===== config.mk =====
export PLATFORM = sky130hd
export DESIGN_NAME = sector_cache_clock_replacement
export DESIGN_NICKNAME = d
export VERILOG_FILES = /design/src/sv/sccr_pkg.sv /design/src/sv/sector_cache_clock_replacement.sv /design/src/sv/sccr_ram.sv
export VERILOG_INCLUDE_DIRS = /design/src /design/src/sv
export SDC_FILE = /design/constraint.sdc
export NUM_CORES = 1
export LEC_CHECK = 0
export ABC_AREA = 1
export BUFFER_PORTS_ARGS = -buffer_cell sky130_fd_sc_hd__buf_2
export CAP_MARGIN = 25
export CORE_MARGIN = 4
export CORE_UTILIZATION = 55
export CTS_CLUSTER_DIAMETER = 50
export DETAILED_ROUTE_END_ITERATION = 10
export PLACE_DENSITY = 0.74
export SYNTH_ARGS = -nofsm -noshare
export SYNTH_HDL_FRONTEND = slang
export SYNTH_SLANG_ARGS = --single-unit

===== constraint.sdc =====
create_clock -name clk -period 7.8 [get_ports clk]
set_input_delay 0 -clock clk [delete_from_list [all_inputs] [get_ports clk]]
set_output_delay 0 -clock clk [all_outputs]
set_load 0.01 [all_outputs]

===== src/sv/sector_cache_clock_replacement_assert.svh =====
// Assertion macros for the sector cache replacement controller.
// Used by the top level; expects clk and arst_n in scope.
`ifndef SECTOR_CACHE_CLOCK_REPLACEMENT_ASSERT_SVH
`define SECTOR_CACHE_CLOCK_REPLACEMENT_ASSERT_SVH

// Check a property on every edge outside reset.
`define SCCR_ASSERT(lbl, prop, msg) \
	lbl: assert property (@(posedge clk) disable iff (!arst_n) prop) else $error(msg);

// Check that a condition in one cycle implies another in the next.
`define SCCR_ASSERT_NEXT(lbl, pre, post, msg) \
	lbl: assert property (@(posedge clk) disable iff (!arst_n) (pre) |=> (post)) else $error(msg);

`endif


===== src/sv/sccr_pkg.sv =====
// Shared constants and types for the sector cache replacement controller.
// No dependencies.
`timescale 1ns / 1ps
`default_nettype none

package sccr_pkg;

	localparam int SLOTS_DEF = 4;

	localparam int SEC_W   = 32;
	localparam int SLOT_W  = 2;
	localparam int SIU_W   = 3;
	localparam int SLOTS_IN_USE_RST = 4;

	localparam int CFG_IDX_W  = 2;
	localparam int CFG_DATA_W = 32;

	localparam logic [CFG_IDX_W-1:0] REG_BASE_SECTOR  = 2'd0;
	localparam logic [CFG_IDX_W-1:0] REG_SLOTS_IN_USE = 2'd2;

	localparam logic MODE_ACCESS = 1'b0;
	localparam logic MODE_MARK   = 1'b1;

	// slave tdata: sector, slot_to_mark
	localparam int IN_FIELDS_W = SEC_W + SLOT_W;
	localparam int IN_TDATA_W  = ((IN_FIELDS_W + 7) / 8) * 8;

	// master tdata: slot, hit, writeback, writeback_sector, fill, fill_sector
	localparam int OUT_FIELDS_W = SLOT_W + 1 + 1 + SEC_W + 1 + SEC_W;
	localparam int OUT_TDATA_W  = ((OUT_FIELDS_W + 7) / 8) * 8;
	localparam int OUT_PAD_W    = OUT_TDATA_W - OUT_FIELDS_W;

	typedef enum logic [2:0] {
		S_IDLE,
		S_SCAN,
		S_CMP,
		S_SWEEP1,
		S_SWEEP2,
		S_VREAD,
		S_VWB,
		S_FIN
	} state_t;

endpackage

`default_nettype wire


===== src/sv/sector_cache_clock_replacement.sv =====
// Top level of the sector cache tag and replacement controller.
// Depends on sccr_pkg, sccr_ram and sector_cache_clock_replacement_assert.svh.
`timescale 1ns / 1ps
`default_nettype none

`include "sector_cache_clock_replacement_assert.svh"

// Tag lookup and second-chance clock replacement for a SLOTS-entry sector cache.
// Tags live in a small RAM with registered read; valid, reference and dirty bits
// and the clock hand sit in flip-flops. An item is handled one at a time: a mark
// item goes straight to the result; an access reads and compares one tag at a
// time until it hits (up to slots in use), and on a miss the sweeps visit one
// slot per cycle starting at the clock hand, followed by a read and rewrite of
// the victim tag before the result is posted. A finished result waits in an
// output register while the next item is accepted.
module sector_cache_clock_replacement #(
	parameter int SLOTS = sccr_pkg::SLOTS_DEF
) (
	input  logic                             clk,
	input  logic                             arst_n,
	input  logic                             cfg_we,
	input  logic [sccr_pkg::CFG_IDX_W-1:0]   cfg_idx,
	input  logic [sccr_pkg::CFG_DATA_W-1:0]  cfg_data,
	input  logic                             s_tvalid,
	output logic                             s_tready,
	input  logic [sccr_pkg::IN_TDATA_W-1:0]  s_tdata,  // sector, slot_to_mark
	input  logic                             s_tuser,  // mode
	output logic                             m_tvalid,
	input  logic                             m_tready,
	output logic [sccr_pkg::OUT_TDATA_W-1:0] m_tdata   // slot, hit, writeback,
	                                                   // writeback_sector, fill,
	                                                   // fill_sector
);

	import sccr_pkg::*;

	localparam int IW = $clog2(SLOTS);
	localparam int CW = $clog2(SLOTS + 1);

	state_t state_q, state_d;

	logic [SEC_W-1:0] base_q;
	logic [SIU_W-1:0] slots_q;

	logic [SLOTS-1:0] valid_q, ref_q, dirty_q;
	logic [IW-1:0]    hand_q;
	logic [IW-1:0]    victim_q;
	logic [CW-1:0]    idx_q;
	logic [SEC_W-1:0] sec_q;

	logic [SLOT_W-1:0] res_slot_q;
	logic              res_hit_q, res_wb_q, res_fill_q;
	logic [SEC_W-1:0]  res_wbsec_q, res_fsec_q;

	logic                   m_tvalid_q;
	logic [OUT_TDATA_W-1:0] m_tdata_q;

	logic [CW-1:0]    n_act;
	logic [IW-1:0]    ix;
	logic [IW-1:0]    hand_next;
	logic             accept, fin_load, last_scan, hit_now, idx_out, cand;
	logic [SEC_W-1:0] in_sector;
	logic [SLOT_W-1:0] in_mark;
	logic [IW-1:0]    mark_ix;
	logic             mark_ok;
	logic             ram_we;
	logic [IW-1:0]    ram_raddr;
	logic [SEC_W-1:0] ram_rdata;

	assign in_sector = s_tdata[SEC_W-1:0];
	assign in_mark   = s_tdata[SEC_W+SLOT_W-1:SEC_W];
	assign mark_ix   = IW'(in_mark);
	assign mark_ok   = (32'(in_mark) < SLOTS) && valid_q[mark_ix];

	assign n_act = (slots_q == '0) ? CW'(1) :
		((32'(slots_q) > SLOTS) ? CW'(SLOTS) : CW'(slots_q));

	assign ix        = idx_q[IW-1:0];
	assign hand_next = ((idx_q + 1'b1) == n_act) ? '0 : IW'(idx_q + 1'b1);
	assign hit_now   = valid_q[ix] && (ram_rdata == sec_q);
	assign last_scan = (idx_q + 1'b1) >= n_act;
	assign idx_out   = idx_q >= n_act;
	assign cand      = !ref_q[ix] && !dirty_q[ix];

	assign s_tready = (state_q == S_IDLE);
	assign accept   = s_tvalid && s_tready;
	assign fin_load = (state_q == S_FIN) && (!m_tvalid_q || m_tready);
	assign m_tvalid = m_tvalid_q;
	assign m_tdata  = m_tdata_q;

	assign ram_we    = (state_q == S_VWB);
	assign ram_raddr = (state_q == S_VREAD) ? victim_q : ix;

	sccr_ram #(
		.WIDTH(SEC_W),
		.DEPTH(SLOTS)
	) u_tag_ram (
		.clk   (clk),
		.we    (ram_we),
		.waddr (victim_q),
		.wdata (sec_q),
		.raddr (ram_raddr),
		.rdata (ram_rdata)
	);

	always_comb begin
		state_d = state_q;
		case (state_q)
			S_IDLE: begin
				if (accept) begin
					state_d = (s_tuser == MODE_MARK) ? S_FIN : S_SCAN;
				end
			end
			S_SCAN: state_d = S_CMP;
			S_CMP: begin
				if (hit_now) begin
					state_d = S_FIN;
				end else if (last_scan) begin
					state_d = S_SWEEP1;
				end else begin
					state_d = S_SCAN;
				end
			end
			S_SWEEP1: begin
				if (idx_out) begin
					state_d = S_SWEEP2;
				end else if (cand) begin
					state_d = S_VREAD;
				end
			end
			S_SWEEP2: begin
				if (idx_out || cand) begin
					state_d = S_VREAD;
				end
			end
			S_VREAD: state_d = S_VWB;
			S_VWB:   state_d = S_FIN;
			S_FIN: begin
				if (fin_load) begin
					state_d = S_IDLE;
				end
			end
			default: state_d = S_IDLE;
		endcase
	end

	always_ff @(posedge clk or negedge arst_n) begin
		if (!arst_n) begin
			state_q <= S_IDLE;
		end else begin
			state_q <= state_d;
		end
	end

	always_ff @(posedge clk or negedge arst_n) begin
		if (!arst_n) begin
			base_q  <= '0;
			slots_q <= SIU_W'(SLOTS_IN_USE_RST);
		end else if (cfg_we) begin
			case (cfg_idx)
				REG_BASE_SECTOR:  base_q  <= cfg_data[SEC_W-1:0];
				REG_SLOTS_IN_USE: slots_q <= cfg_data[SIU_W-1:0];
				default: ;
			endcase
		end
	end

	always_ff @(posedge clk or negedge arst_n) begin
		if (!arst_n) begin
			valid_q  <= '0;
			ref_q    <= '0;
			dirty_q  <= '0;
			hand_q   <= '0;
			idx_q    <= '0;
			victim_q <= '0;
		end else begin
			case (state_q)
				S_IDLE: begin
					idx_q <= '0;
					if (accept && (s_tuser == MODE_MARK) && mark_ok) begin
						dirty_q[mark_ix] <= 1'b1;
					end
				end
				S_CMP: begin
					if (hit_now) begin
						ref_q[ix] <= 1'b1;
					end else if (last_scan) begin
						idx_q <= CW'(hand_q);
					end else begin
						idx_q <= idx_q + 1'b1;
					end
				end
				S_SWEEP1: begin
					if (idx_out) begin
						idx_q <= '0;
					end else if (ref_q[ix]) begin
						ref_q[ix] <= 1'b0;
						idx_q     <= idx_q + 1'b1;
					end else if (!dirty_q[ix]) begin
						victim_q <= ix;
						hand_q   <= hand_next;
					end else begin
						idx_q <= idx_q + 1'b1;
					end
				end
				S_SWEEP2: begin
					if (idx_out) begin
						victim_q <= IW'(n_act - 1'b1);
						hand_q   <= '0;
					end else if (cand) begin
						victim_q <= ix;
						hand_q   <= hand_next;
					end else begin
						idx_q <= idx_q + 1'b1;
					end
				end
				S_VWB: begin
					valid_q[victim_q] <= 1'b1;
					ref_q[victim_q]   <= 1'b1;
					dirty_q[victim_q] <= 1'b0;
				end
				default: ;
			endcase
		end
	end

	always_ff @(posedge clk) begin
		case (state_q)
			S_IDLE: begin
				sec_q <= in_sector;
				if (accept) begin
					res_slot_q  <= in_mark;
					res_hit_q   <= mark_ok;
					res_wb_q    <= 1'b0;
					res_wbsec_q <= '0;
					res_fill_q  <= 1'b0;
					res_fsec_q  <= '0;
				end
			end
			S_CMP: begin
				if (hit_now) begin
					res_slot_q <= SLOT_W'(idx_q);
					res_hit_q  <= 1'b1;
				end
			end
			S_VWB: begin
				res_slot_q  <= SLOT_W'(victim_q);
				res_hit_q   <= 1'b0;
				res_wb_q    <= valid_q[victim_q] && dirty_q[victim_q];
				res_wbsec_q <= (valid_q[victim_q] && dirty_q[victim_q]) ?
					(base_q + ram_rdata) : '0;
				res_fill_q  <= 1'b1;
				res_fsec_q  <= base_q + sec_q;
			end
			default: ;
		endcase
	end

	always_ff @(posedge clk or negedge arst_n) begin
		if (!arst_n) begin
			m_tvalid_q <= 1'b0;
		end else if (fin_load) begin
			m_tvalid_q <= 1'b1;
		end else if (m_tready) begin
			m_tvalid_q <= 1'b0;
		end
	end

	always_ff @(posedge clk) begin
		if (fin_load) begin
			m_tdata_q <= {{OUT_PAD_W{1'b0}}, res_fsec_q, res_fill_q, res_wbsec_q,
				res_wb_q, res_hit_q, res_slot_q};
		end
	end

	`SCCR_ASSERT(a_hit_no_fill, m_tvalid |-> !(m_tdata[2] && m_tdata[36]), "hit with fill")
	`SCCR_ASSERT(a_wb_has_fill, (m_tvalid && m_tdata[3]) |-> m_tdata[36], "writeback without fill")
	`SCCR_ASSERT_NEXT(a_victim_valid, ram_we, valid_q[victim_q] && ref_q[victim_q] && !dirty_q[victim_q], "victim bits not set after fill")

endmodule

`default_nettype wire


===== src/sv/sccr_ram.sv =====
// Generic single-write, single-read RAM with registered read data.
// No dependencies.
`timescale 1ns / 1ps
`default_nettype none

module sccr_ram #(
	parameter int WIDTH = 32,
	parameter int DEPTH = 4
) (
	input  logic                     clk,
	input  logic                     we,
	input  logic [$clog2(DEPTH)-1:0] waddr,
	input  logic [WIDTH-1:0]         wdata,
	input  logic [$clog2(DEPTH)-1:0] raddr,
	output logic [WIDTH-1:0]         rdata
);

	logic [WIDTH-1:0] mem_q [DEPTH];

	always_ff @(posedge clk) begin
		if (we) begin
			mem_q[waddr] <= wdata;
		end
		rdata <= mem_q[raddr];
	end

endmodule

`default_nettype wire

# ---- After elaboration in Yosys (flattened, before gate mapping)
# Memories as Yosys holds them, arrays and structs flattened. A register that Yosys moved wholly into a read port is not among the register bits.
# Cells that the tools add are included.
dict set report classes {
  addsub 4
  magnitude_cmp 9
  eq_ne 25
  mux 74
  reduce_logical 33
  bitwise 8
}
# cell n
set ops {}
lappend ops {{one-hot mux 32 bit (2 select lines)} 2}
lappend ops {{adder 32 bit} 2}
lappend ops {{2-to-1 mux 32 bit} 2}
lappend ops {{2-to-1 mux 3 bit} 16}
lappend ops {{== test 32 bit} 1}
lappend ops {{2-to-1 mux 2 bit} 15}
lappend ops {{one-hot mux 3 bit (8 select lines)} 1}
lappend ops {{!= test 2 bit (second input constant)} 10}
lappend ops {{2-to-1 mux 1 bit} 16}
lappend ops {{2-to-1 mux 4 bit} 4}
lappend ops {{bitwise OR 4 bit} 4}
lappend ops {{binary-select mux 1 bit (select 2 bit)} 6}
lappend ops {{== test 3 bit (second input constant)} 4}
lappend ops {{one-hot mux 3 bit (4 select lines)} 1}
lappend ops {{one-hot mux 4 bit (3 select lines)} 1}
lappend ops {{logical AND 1 bit} 10}
lappend ops {{AND reduction 5 bit} 2}
lappend ops {{less-than comparator 2 x 3 -> 1 bit (second input constant)} 3}
lappend ops {{bitwise AND 4 bit} 2}
lappend ops {{NOT 4 bit} 2}
lappend ops {{one-hot mux 2 bit (2 select lines)} 2}
lappend ops {{one-hot mux 4 bit (2 select lines)} 1}
lappend ops {{AND reduction 2 bit} 4}
lappend ops {{AND reduction 4 bit} 2}
lappend ops {{other kinds (24)} 40}
dict set report word_totals {
  out_inout_bits 74
  ram_bits 128
  n_memories 1
  elab_cells 172
  register_bits 228
  in_bits 80
}
# memory depth width rd rd_clocked_by_memory_dff write_ports line_no
set mem_list {}
lappend mem_list {u_tag_ram.mem_q 4 32 1 1 1 sccr_ram.sv:18} ;# logic [WIDTH-1:0] mem_q [DEPTH];

# ---- Longest topological paths before layout
# Gate-level depths: netlist of run 1.
dict set report logic_depth {
  ltp_word 9
  ltp_mapped 15
  ltp_nobuf 15
}

# ---- Cells and area by module
# A second synthesis of run 1 with hierarchy kept.
dict set report unflattened {
  hier_cells 2001
  area_unflattened_um2 19040.8
}
# module cells_each instances seq_area_each_um2 area_per_inst_um2
set by_module_without_submodules {}
lappend by_module_without_submodules {sector_cache_clock_replacement 1460 1 6557.5 12962.4}
lappend by_module_without_submodules {sccr_ram 541 1 4484.3 6078.3}

# ---- Worst setup path after synthesis of run 1
# Ideal clock, no wire load.
dict set report synth_timing {
  path_kind {register -> register}
  start {register state_q[2]}
  end {register m_tdata_q[0] (netlist: m_tdata[0]), enable pin}
  setup_ns 0.497
  path_buffers 0
  synth_period_minus_slack_ns 4.108
  path_stages_with_launch 5
  path_slack_ns 3.692
  required_ns 7.303
  t_arrival_ns 3.610
  path_cell_list {dfrtp_1 -> nand2_1 -> nor2_1 -> inv_1 -> nor2_1}
}
dict set report synth_via {
  elab_chain_cells 2
}
# element line_no
set synth_lines {}
lappend synth_lines {{start: declaration} sector_cache_clock_replacement.sv:40} ;# state_t state_q, state_d;
lappend synth_lines {{start signal: assignment} sector_cache_clock_replacement.sv:151} ;# state_q <= state_d;
lappend synth_lines {{== test 3 bit} sector_cache_clock_replacement.sv:87} ;# assign fin_load = (state_q == S_FIN) && (!m_tvalid_q || m_tready);
lappend synth_lines {{logical AND 1 bit} sector_cache_clock_replacement.sv:87}
lappend synth_lines {{named net fin_load} sector_cache_clock_replacement.sv:61} ;# logic accept, fin_load, last_scan, hit_now, idx_out, cand;
lappend synth_lines {{end signal: assignment} sector_cache_clock_replacement.sv:271} ;# m_tdata_q <= {{OUT_PAD_W{1'b0}}, res_fsec_q, res_fill_q, res_wbsec_q,
lappend synth_lines {{end: declaration} sector_cache_clock_replacement.sv:56} ;# logic [OUT_TDATA_W-1:0] m_tdata_q;
# The timed path passes the listed nets, and every way through them passes these cells.
# A chain may end at the register's enable or synchronous reset.

# ---- Worst setup path after layout of run 1
dict set report layout_timing {
  start {register state_q[2]}
  end {register res_wbsec_q[19], enable pin}
}
dict set report layout_via {
  elab_chain_cells 4
  elab_cells_between_ends 6
  cone_classes {eq/ne: 2; reduce/logical: 4}
}
# element line_no
set layout_lines {}
lappend layout_lines {{zero test 3 bit} {sector_cache_clock_replacement.sv:85, sector_cache_clock_replacement.sv:228}}
lappend layout_lines {{logical AND 1 bit} sector_cache_clock_replacement.sv:86} ;# assign accept = s_tvalid && s_tready;
lappend layout_lines {{!= test 2 x 1 -> 1 bit (no source line)} n/a}
lappend layout_lines {{AND reduction 2 bit (no source line) *} n/a}
lappend layout_lines {{end signal: assignment} sector_cache_clock_replacement.sv:250} ;# res_wbsec_q <= (valid_q[victim_q] && dirty_q[victim_q]) ?
lappend layout_lines {{end: declaration} sector_cache_clock_replacement.sv:53} ;# logic [SEC_W-1:0] res_wbsec_q, res_fsec_q;
# Mark *: on every way between the ends. The rest lies on a longest branch, timed or not.

==> impl_results.md, run 1 <==
* Synth warn at 0
* Unrepaired setup endpoints after global routing: no
* Root buffer cell: clkbuf_16
* CTS tree: done
* Setup slack after placement at 4.837 ns
* DIE HEIGHT at 188.8 um
* First-pass detailed-route iteration total at 6
* Largest net degree at the start of global routing at 70
* Slew Limit Fails at 0
* Post-route minimum period at 3.017 ns
* Crit path launch type: flip-flop
* HP Class: in2reg
* Sequential cell area fraction in the yosys report at 61.43%
* Port Buffers at 144
* First-pass GRT wire length at 71280 um
* Slew headroom at 41.13%
* Initial antenna violation count at 1
* Drt total wl at 45880 um
* Arrival @ worst endpoint at 3.18 ns
* Drt first-iter violations at 1358
* Reg-to-Reg Start: state_q[2]
* Max cap viols at 0
* Dpl cells at 2287
* Setup CP Type: reg2reg
* Post-synth EDFFs at 298
* Endpoint class of the critical path: flip-flop
* Hold_sp: s_tdata[20]
* Inserted Diodes at 0
* Avg Inst Size Synth at 10.40 um^2
* Worst Hold Endpoint: sec_q[20]
* Fin Setup TNS at 0 ns
* Post_cts resized at 0
* Insertion delay to the later sink of the worst-skew pair at 0.55 ns
* Final worst slack at 4.783 ns
* Crit path from: state_q[2]
* Achievable frequency at 331.4 MHz
* Commonest register cell after synthesis: edfxtp_1
* Max H-tree Level at 2
* Core Util, Final at 67.17%
* IO Pins at 154
* Layout area overhead at 19.15%
* Top post-synthesis cells by count: nand2_1 (437), edfxtp_1 (298), nor2_1 (174)
* Status: completed
* Yosys top cell by area: edfxtp_1
* Yosys reg bits at 388
* Total global-route track usage at 25.64%
* R2R depth at 6
* Number of cells on the worst hold path at 2
* Synth unique cells at 48
* Count leader, synth: nand2_1
* Share of cells above drive strength 1 at 13.79%
* Die W at 188.8 um
* Gpl congestion at 0.9360
* Max FO, Critical Path at 66
* Max clock buf depth at 3
* Top cells by area, synth: edfxtp_1 (50%), nand2_1 (9.1%), dfrtp_1 (7.9%)
* Final Cycle Share at 38.68%
* Synth async-reset ratio at 14.95%
* CP required at 7.96 ns
* Starting Density at 56.38%
* Synth Cell Area at 17970 um^2
* Post-DP HPWL at 32690 um
* Filler Cells Inserted at 2461
* RR Endpoint: res_wbsec_q[19]
* Core ar. at 31880 um^2
* Vias per inst at 5.496
* Clock Pin Slew Worst Setup and Hold Paths at 0.06 ns
* Remaining Overflow, GRT at 0
* P per Cell Area at 387.9 nW/um^2
* Leakage at 8.795 nW
* Final setup vio count at 0
* Drt wl/cell at 18.77 um
* Syn Inst Count at 1728
* Max rail drop VDD at 0.3180 mV
* TritonCTS Sinks at 388
* Number of CTS-inserted buffers at 43
* R2r setup slk at 4.78 ns
* Routed vias at 13.43k
* Post-route ant nets at 0
* Remaining DRCs at 0
* Die area at 35640 um^2
* Worst slew pin tran at 0.8830 ns
* Synth top area share at 49.79%
* Rows at 65
* Final Hold Viols at 0
* Vias in the first global route at 12.81k
* Layout Cells excl Fill at 2444
* Clock skew at 0.01910 ns
* Final net count at 2131
-- routing by layer --
layer | global-route usage, % | part of all wire [%]
met3 | 3.557 | 6.6
met2 | 40.22 | 45
met4 | 8.100 | 3.1
met5 | 0 | 0
met1 | 37.54 | 45
-- sequential cells by signal, indices dropped and copies added (netlist names) --
signal	count
valid_q	4
res_slot_q	2
dirty_q	4
sec_q	32
res_fill_q	1
res_wb_q	1
base_q	32
state_q	3
m_tvalid	1
res_hit_q	1
res_wbsec_q	32
victim_q	2
ref_q	4
hand_q	2
m_tdata	69
u_tag_ram.mem_q	128
u_tag_ram.rdata	32
idx_q	3
slots_q	3
res_fsec_q	32
-- cell usage in the layout (no fill, tap or decap), types with 5 or more instances in the layout --
master / Yosys / final
inv_1: 127 / 124
clkinv_1: 1 / 8
edfxtp_1: 298 / 298
o21ai_0: 77 / 77
xnor2_1: 21 / 21
nor2_1: 174 / 173
ha_1: 73 / 73
nand2_1: 437 / 436
nand4_1: 13 / 13
o21a_1: 6 / 6
buf_4: 9 / 10
dfxtp_1: 32 / 32
xor2_1: 7 / 7
dfrtp_1: 57 / 57
clkbuf_16: 0 / 45
o21ai_1: 8 / 8
dlygate4sd3_1: 0 / 78
clkbuf_1: 6 / 6
nand3_1: 62 / 62
o211ai_1: 5 / 5
nand3b_1: 9 / 9
a32oi_1: 32 / 32
a21oi_1: 156 / 156
buf_2: 15 / 144
clkinv_2: 0 / 5
mux2_2: 29 / 29
nor3_1: 19 / 19
inv_2: 12 / 14
a22oi_1: 5 / 5
-- power breakdown --
| group | switching (mW) | total (mW) | internal, mW | leakage (nW) |
|---|---|---|---|---|
| Combinational | 2.05 | 3.03 | 0.980 | 4.38 |
| Clock | 0.814 | 2.01 | 1.20 | 0.706 |
| Sequential | 0.375 | 3.27 | 2.89 | 3.71 |
| Total | 3.23 | 8.31 | 5.07 | 8.79 |
-- worst max path at each step --
stage | endpoint | slack, ns
after global placement | res_wbsec_q[31] | 4.91
final | res_wbsec_q[19] | 4.78
after floorplan | m_tdata[0] | 3.69
after global routing | res_wbsec_q[21] | 4.64
after detailed placement | res_wbsec_q[31] | 4.84
after CTS | res_wb_q | 4.83
-- final cells by class --
type | count | area, um^2 | area share (%)
inverters | 140 | 525.5 | 2.454
multi-input cells | 1170 | 6256 | 29.21
well taps | 435 | 544.3 | 2.541
flip-flops and latches | 388 | 11040 | 51.56
repair buffers | 233 | 1597 | 7.455
clock inverters | 24 | 261.5 | 1.221
clock buffers | 54 | 1190 | 5.556
-- logic make-up after synthesis --
group / Yosys count / synth area share, %
simple gates: 729 / 16.44
flops: 388 / 61.43
fa+ha+maj: 75 / 5.305
mux: 29 / 1.817
xor+xnor: 28 / 1.364
buf+inv: 172 / 3.968
other cells: 1 / 0.02086
compound gates: 306 / 9.648
-- repair_timing --
| item | 4_1_cts | 5_1_grt |
|---|---|---|
| endpoints found under the hold margin | 134 | 0 |
| hold buffers | 78 | 0 |
| setup buffers | 0 | 0 |
-- worst max-delay path: stages (launching register included) --
cell      delay, ns
dfrtp_1        0.51
nand2_1        0.13
nor2_2         0.09
buf_4          0.42
clkinv_1       0.57
nand2_2        0.20
buf_4          0.63
-- through the flow --
stage	total power [mW]	area, um^2	hold slack (ns)
after floorplan	5.271	17980	-0.2956
after global placement	6.153	19160	0.1761
after detailed placement	6.221	19160	0.1781
after CTS	8.290	21400	0.1347
after global routing	8.863	21420	0.1540
final	8.307	21420	0.1645
Power figures use the tool's default switching activity.
==> inputs of run 2 (changes only) <==
--- a/config.mk
+++ b/config.mk
@@ -6,14 +6,14 @@
 export SDC_FILE = /design/constraint.sdc
 export NUM_CORES = 1
 export LEC_CHECK = 0
-export ABC_AREA = 1
+export ABC_AREA = 0
 export BUFFER_PORTS_ARGS = -buffer_cell sky130_fd_sc_hd__buf_2
 export CAP_MARGIN = 25
 export CORE_MARGIN = 4
-export CORE_UTILIZATION = 55
+export CORE_UTILIZATION = 54
 export CTS_CLUSTER_DIAMETER = 50
 export DETAILED_ROUTE_END_ITERATION = 10
-export PLACE_DENSITY = 0.74
+export PLACE_DENSITY = 0.76
 export SYNTH_ARGS = -nofsm -noshare
 export SYNTH_HDL_FRONTEND = slang
 export SYNTH_SLANG_ARGS = --single-unit
==> constraint.sdc (replaced) <==
create_clock -name clk -period 2.5 [get_ports clk]
set_input_delay 0 -clock clk [delete_from_list [all_inputs] [get_ports clk]]
set_output_delay 0 -clock clk [all_outputs]
set_load 0.01 [all_outputs]
==> run 2 against run 1 <==
Against the previous run: critical path depth increased by 4; sequential power grew to 3.1 times the previous value; global-route usage down 0.50 points; clock power rose to 2.8 times the previous value; sequential share of layout area fell by 4.7 points; clock skew increased by 0.00078 ns; synthesized area down 3.4%; die area down 1.5%; critical endpoint is now res_fsec_q[26]; register-to-register slack got worse by 5.4 ns; the run now ends with setup timing left; cell count down 11%.
==> impl_results.md, run 2 <==
* Yosys top cell by area: edfxtp_1
* First-pass detailed-route iteration total at 5 (-1)
* Endpoint class of the critical path: flip-flop
* Core ar. at 31640 um^2 (-0.77%)
* Top cells by area, synth: edfxtp_1 (52%), dfrtp_1 (8.2%), ha_1 (5.3%)
* CP peak stage delay at 0.41 ns (-0.22 ns)
* Most frequent cells in the layout: edfxtp_1 (298), buf_4 (216), buf_2 (144)
* Most common cell after layout, fill and taps aside: edfxtp_1
* Arrival @ worst endpoint at 3.40 ns (+0.22 ns)
* Post-route ant nets at 0 (unchanged)
* Synth async-reset ratio at 14.95% (unchanged)
* Largest net degree at the start of global routing at 67 (-4.3%)
* P per Cell Area at 1240 nW/um^2 (+220%)
* Leakage at 9.236 nW (+5.0%)
* Status: finished, violations left
* CP Cell Sequence: ha_2, fa_2, a21o_1, a221o_1, a211o_4, a221oi_4, o211a_1, nand3b_1, mux2i_1, o311ai_1
* Failing checks: setup timing
* Achievable frequency at 318.9 MHz (-3.8%)
* HP Class: in2reg
* Max cap viols at 0 (unchanged)
* Register area at 11050 um^2 (about the same)
* Max rail drop VDD at 0.6707 mV (+110%)
* Rows at 65 (unchanged)
* Max clock buf depth at 3 (unchanged)
* CTS tree: done
* Filler Cells Inserted at 1884 (-23%)
* Vias in the first global route at 12.03k (-6.0%)
* Max FFs per register at 128 (unchanged)
* Initial antenna violation count at 1 (unchanged)
* Clock Pin Slew Worst Setup and Hold Paths at 0.06 ns (about the same)
* Remaining DRCs at 0 (unchanged)
* Die W at 187.4 um (-0.75%)
* Routed vias at 12.45k (-7.3%)
* Setup CP Type: reg2reg
* Sequential cell area fraction in the yosys report at 63.57% (+2.1 points)
* Avg Inst Size Synth at 13.82 um^2 (+33%)
* Commonest register cell after synthesis: edfxtp_1
* WP buf/inv at 0 (-3)
* Root buffer cell: clkbuf_16
* Post-route minimum period at 3.136 ns (+0.1191 ns)
* Vias per inst at 5.742 (+4.5%)
* Synth Cell Area at 17370 um^2 (-3.4%)
* Layout area overhead at 35.85%
* Worst slew pin tran at 0.8382 ns (-0.04484 ns)
* Multi-input gate area at 7081 um^2 (+13%)
* Unrepaired setup endpoints after global routing: yes
* Final setup vio count at 33 (+33)
* Synth top area share at 51.52% (+1.7 points)
* Final worst slack at -0.6362 ns (-5.419 ns)
* Crit-path leading delay family: compound AO/OA/AOI/OAI gates
* First-pass GRT wire length at 68600 um (-3.8%)
* Number of CTS-inserted buffers at 41 (-4.7%)
* Final Cycle Share at 125.4% (+87 points)
* Layout Cells excl Fill at 2168 (-11%)
* Die area at 35100 um^2 (-1.5%)
* Post-DP Area at 20270 um^2 (+5.8%)
* CP required at 2.76 ns (-5.20 ns)
* Dpl cells at 1978 (-14%)
* Final net count at 1889 (-11%)
* Share of cells above drive strength 1 at 37.60% (+24 points)
* Critical path's slowest cell: edfxtp_1
* Gpl congestion at 1.000 (+6.9%)
* Total global-route track usage at 25.14% (-0.50 points)
* Slew headroom at 43.94% (+2.8 points)
* Drt first-iter violations at 1140 (-16%)
* Drt wl/cell at 21.44 um (+14%)
* Top post-synthesis cells by count: edfxtp_1 (298), nor2_1 (103), a21oi_1 (81)
* Max H-tree Level at 2 (unchanged)
* Remaining Overflow, GRT at 0 (unchanged)
* Final Cell Area at 23600 um^2 (+10%)
* Crit path launch type: flip-flop
* R2r setup slk at -0.64 ns (-5.42 ns)
* Synth warn at 0 (unchanged)
* Starting Density at 54.91% (-1.5 points)
* Final Hold Viols at 0 (unchanged)
* Yosys reg bits at 388 (unchanged)
* DIE HEIGHT at 187.4 um (-0.75%)
* Drt total wl at 46490 um (+1.3%)
* Post-DP HPWL at 32080 um (-1.9%)
* Inserted Diodes at 0 (unchanged)
* Port Buffers at 144 (unchanged)
* Insertion delay to the later sink of the worst-skew pair at 0.54 ns (about the same)
* Slew Limit Fails at 0 (unchanged)
* Max FO, Critical Path at 3 (-95%)
* Top reg by flops: u_tag_ram.mem_q
* Syn Inst Count at 1257 (-27%)
* Clock skew at 0.01988 ns (+0.0007790 ns)
* Synth unique cells at 71 (+48%)
* IO Pins at 154 (unchanged)
* Post-synth EDFFs at 298 (unchanged)
* TritonCTS Sinks at 388 (unchanged)
* Count leader, synth: edfxtp_1
## run 2: cell type report
type,instances,share of cell area [%]
multi-input cells,797,30.01
flip-flops and latches,388,46.82
inverters,33,0.5355
repair buffers,473,15.27
well taps,402,2.131
clock buffers,46,4.470
clock inverters,29,0.7688
## run 2: timing repair
action / in CTS / in global routing
endpoints found under the setup margin: 48 / 59
gates resized for setup: 102 / 99
pin swaps: 55 / 52
buffers inserted: 24 / 25
endpoints found under the hold margin: 137 / 0
hold buffers: 73 / 0
## run 2: metrics by stage
stage	hold WS [ns]	setup TNS [ns]	util, %	power (mW)	setup WS, ns
5_1_grt	0.06465	-9.911	74.59	30.72	-0.7378
3_3_place_gp	-0.03815	-7.682	64.07	21.11	-0.5929
2_1_floorplan	-0.2956	-27.88	-	16.57	-0.5587
4_1_cts	0.01390	-6.040	72.58	28.05	-0.5965
6_report	0.04238	-6.087	74.59	29.25	-0.6362
3_5_place_dp	-0.03841	-9.144	64.07	21.37	-0.6287
## run 2: logic make-up after synthesis
| logic type | count (synthesis) | synth area share [%] |
|---|---|---|
| and+or+nand+nor | 304 | 8.449 |
| AOI/OAI and AO/OA | 248 | 8.968 |
| adders and majority gates | 75 | 5.489 |
| buffers and inverters | 74 | 1.700 |
| muxes | 83 | 7.570 |
| DFF | 388 | 63.57 |
| xor gates and xnor gates | 84 | 4.235 |
| other | 1 | 0.02159 |
## run 2: where the power goes
part           internal (mW)  switching, mW  total, mW
clock network           3.08           2.46       5.55
logic                   6.31           7.08       13.4
registers               9.14           1.18       10.3
## run 2: worst register-to-register path, cell delays in order, from the launching register on
cell      delay [ns]
edfxtp_1        0.41
ha_2            0.21
fa_2            0.34
a21o_1          0.18
a221o_1         0.34
a211o_4         0.37
a221oi_4        0.33
o211a_1         0.24
nand3b_1        0.15
mux2i_1         0.19
o311ai_1        0.10
## run 2: routing by layer
| layer | global-route usage [%] | routed length (um) |
|---|---|---|
| met1 | 35.83 | 19510 |
| met2 | 40.43 | 22260 |
| met3 | 4.349 | 3338 |
| met4 | 7.053 | 1364 |
| met5 | 0 | 13 |
## run 2: final timing paths
check,depth (start not counted),end,start
max,10,res_fsec_q[26],sec_q[0]
min,3,slots_q[1],cfg_we
max reg2reg,10,res_fsec_q[26],sec_q[0]
min reg2reg,0,m_tdata[26],res_wbsec_q[22]
max in group asynchronous,3,idx_q[0],arst_n
min in group asynchronous,3,victim_q[1],arst_n
==> inputs of run 3 (changes only) <==
--- a/config.mk
+++ b/config.mk
@@ -13,6 +13,7 @@
 export CORE_UTILIZATION = 54
 export CTS_CLUSTER_DIAMETER = 50
 export DETAILED_ROUTE_END_ITERATION = 10
+export HOLD_SLACK_MARGIN = 0.15
 export PLACE_DENSITY = 0.76
 export SYNTH_ARGS = -nofsm -noshare
 export SYNTH_HDL_FRONTEND = slang
==> run 3 against run 2 <==
Against the previous run: the run still ends with setup timing left; flip-flop and latch count unchanged; critical path depth is the same; cell area is 0.11% lower; clock power barely moved; die area did not move; global-route usage grew 0.072 points; register-to-register slack got worse by 0.03 ns; sequential power about the same; sequential share of layout area hardly changed; via count down 0.18%.
==> impl_results.md, run 3 (synthesis results as in run 2) <==
* Worst Hold Endpoint: sec_q[16]
* Root buffer cell: clkbuf_16
* Reg-to-Reg Start: sec_q[0]
* Insertion delay to the later sink of the worst-skew pair at 0.53 ns (about the same)
* Total global-route track usage at 25.21% (+0.072 points)
* Final setup vio count at 35 (+6.1%)
* Rows at 65 (unchanged)
* Post-DP HPWL at 32080 um (unchanged)
* R2R depth at 10 (unchanged)
* Max FFs per register at 128 (unchanged)
* Status: finished, violations left
* First-pass detailed-route iteration total at 5 (unchanged)
* Number of cells on the worst hold path at 2 (-1)
* Final Hold Viols at 0 (unchanged)
* Vias per inst at 5.716 (-0.45%)
* Inserted Diodes at 0 (unchanged)
* Vias in the first global route at 12.16k (+1.1%)
* Slew Limit Fails at 0 (unchanged)
* P per Cell Area at 1229 nW/um^2 (-0.88%)
* Remaining Overflow, GRT at 0 (unchanged)
* Final net count at 1895 (+0.32%)
* Leakage at 9.246 nW (+0.11%)
* Initial antenna violation count at 0 (-1)
* Unrepaired setup endpoints after global routing: yes
* Remaining DRCs at 0 (unchanged)
* Drt total wl at 45330 um (-2.5%)
* CP required at 2.76 ns (about the same)
* Achievable frequency at 316.1 MHz (-0.86%)
* Layout Cells excl Fill at 2174 (+0.28%)
* Die area at 35100 um^2 (unchanged)
* Largest net degree at the start of global routing at 67 (unchanged)
* Hold_sp: s_tdata[16]
* Layout area overhead at 35.70%
* Drt first-iter violations at 1094 (-4.0%)
* HP Class: in2reg
* Final worst slack at -0.6633 ns (-0.02708 ns)
* Max clock buf depth at 3 (unchanged)
* Max H-tree Level at 2 (unchanged)
* Die W at 187.4 um (unchanged)
* Slew headroom at 45.50% (+1.6 points)
* RR Endpoint: res_fsec_q[26]
* Dpl cells at 1978 (unchanged)
* Final Cycle Share at 126.5% (+1.1 points)
* Max cap viols at 0 (unchanged)
* IO Pins at 154 (unchanged)
* CTS tree: done
* DIE HEIGHT at 187.4 um (unchanged)
* Most frequent cells in the layout: edfxtp_1 (298), buf_4 (216), buf_2 (144)
* Core ar. at 31640 um^2 (unchanged)
* Setup CP Type: reg2reg
* Fin Setup TNS at -7.114 ns (-1.027 ns)
* Clock skew at 0.01550 ns (-0.004380 ns)
* Crit path launch type: flip-flop
* First-pass GRT wire length at 68920 um (+0.47%)
* Number of CTS-inserted buffers at 41 (unchanged)
* Drt wl/cell at 20.85 um (-2.8%)
* Starting Density at 54.91% (unchanged)
* TritonCTS Sinks at 388 (unchanged)
* Most common cell after layout, fill and taps aside: edfxtp_1
* Worst slew pin tran at 0.8148 ns (-0.02338 ns)
* Port Buffers at 144 (unchanged)
* R2r setup slk at -0.66 ns (-0.03 ns)
* Post-route minimum period at 3.163 ns (+0.02708 ns)
* Top reg by flops: u_tag_ram.mem_q
* Gpl congestion at 1.000 (unchanged)
* Routed vias at 12.43k (-0.18%)
* Filler Cells Inserted at 1872 (-0.64%)
* Post-route ant nets at 0 (unchanged)
* Share of cells above drive strength 1 at 36.68% (-0.92 points)
* Arrival @ worst endpoint at 3.43 ns (+0.03 ns)
* Max rail drop VDD at 0.6712 mV (about the same)
* Failing checks: setup timing
* Max FO, Critical Path at 3 (unchanged)
* Clock Pin Slew Worst Setup and Hold Paths at 0.06 ns (about the same)
* Endpoint class of the critical path: flip-flop
==> run 3: metrics by stage <==
step	hold WS (ns)	power, mW	area [um^2]	worst slack [ns]	utilization [%]
4_1_cts	0.1507	28.06	23050	-0.5965	72.87
3_3_place_gp	-0.03815	21.11	20270	-0.5929	64.07
3_5_place_dp	-0.03841	21.37	20270	-0.6287	64.07
5_1_grt	0.1583	30.46	23570	-0.7518	74.51
6_report	0.1692	28.96	23570	-0.6633	74.51
2_1_floorplan	-0.2956	16.57	17470	-0.5587	-
==> run 3: worst max-delay path by stage <==
stage	slack, ns	endpoint	startpoint	depth (start not counted)
finish	-0.66	res_fsec_q[26]	sec_q[0]	10
global route	-0.75	res_fsec_q[26]	sec_q[0]	10
floorplan	-0.56	res_fsec_q[28]	sec_q[0]	10
global placement	-0.59	res_fsec_q[28]	sec_q[0]	10
detailed placement	-0.63	res_fsec_q[28]	sec_q[0]	10
CTS	-0.60	res_fsec_q[26]	sec_q[0]	10
==> run 3: layout make-up <==
| type | count | area [um^2] | area share (%) |
|---|---|---|---|
| inverter | 33 | 123.9 | 0.5255 |
| multi-input combinational | 797 | 7003 | 29.71 |
| tap | 402 | 503.0 | 2.134 |
| clock inverter | 29 | 181.4 | 0.7697 |
| clock buffer | 46 | 1055 | 4.475 |
| sequential | 388 | 11050 | 46.87 |
| timing repair buffer | 479 | 3659 | 15.52 |
==> run 3: worst max-delay path, cell delays in order (launching register included) <==
cell,delay [ns]
edfxtp_1,0.41
ha_2,0.21
fa_2,0.35
a21o_1,0.18
a221o_1,0.36
a211o_4,0.38
a221oi_4,0.33
o211a_1,0.23
nand3b_1,0.15
mux2i_1,0.19
o311ai_1,0.10
==> run 3: per-layer routing <==
| metal | GRT usage, % | routed length (um) |
|---|---|---|
| met5 | 0 | 0 |
| met4 | 6.883 | 1315 |
| met1 | 35.86 | 19430 |
| met2 | 40.93 | 21540 |
| met3 | 4.069 | 3037 |
==> run 3: what timing repair did <==
item / 4_1_cts / 5_1_grt
resized for setup: 102 / 77
endpoints found under the setup margin: 48 / 58
pin swaps: 55 / 46
hold buffers: 82 / 0
buffers inserted: 24 / 19
endpoints found under the hold margin: 145 / 0
==> run 3: power by group <==
part	internal [mW]	total, mW	leakage [nW]	switching, mW
Sequential	9.14	10.3	3.70	1.17
Clock	3.08	5.55	0.604	2.46
Combinational	6.24	13.1	4.94	6.87
Total	18.5	29.0	9.25	10.5
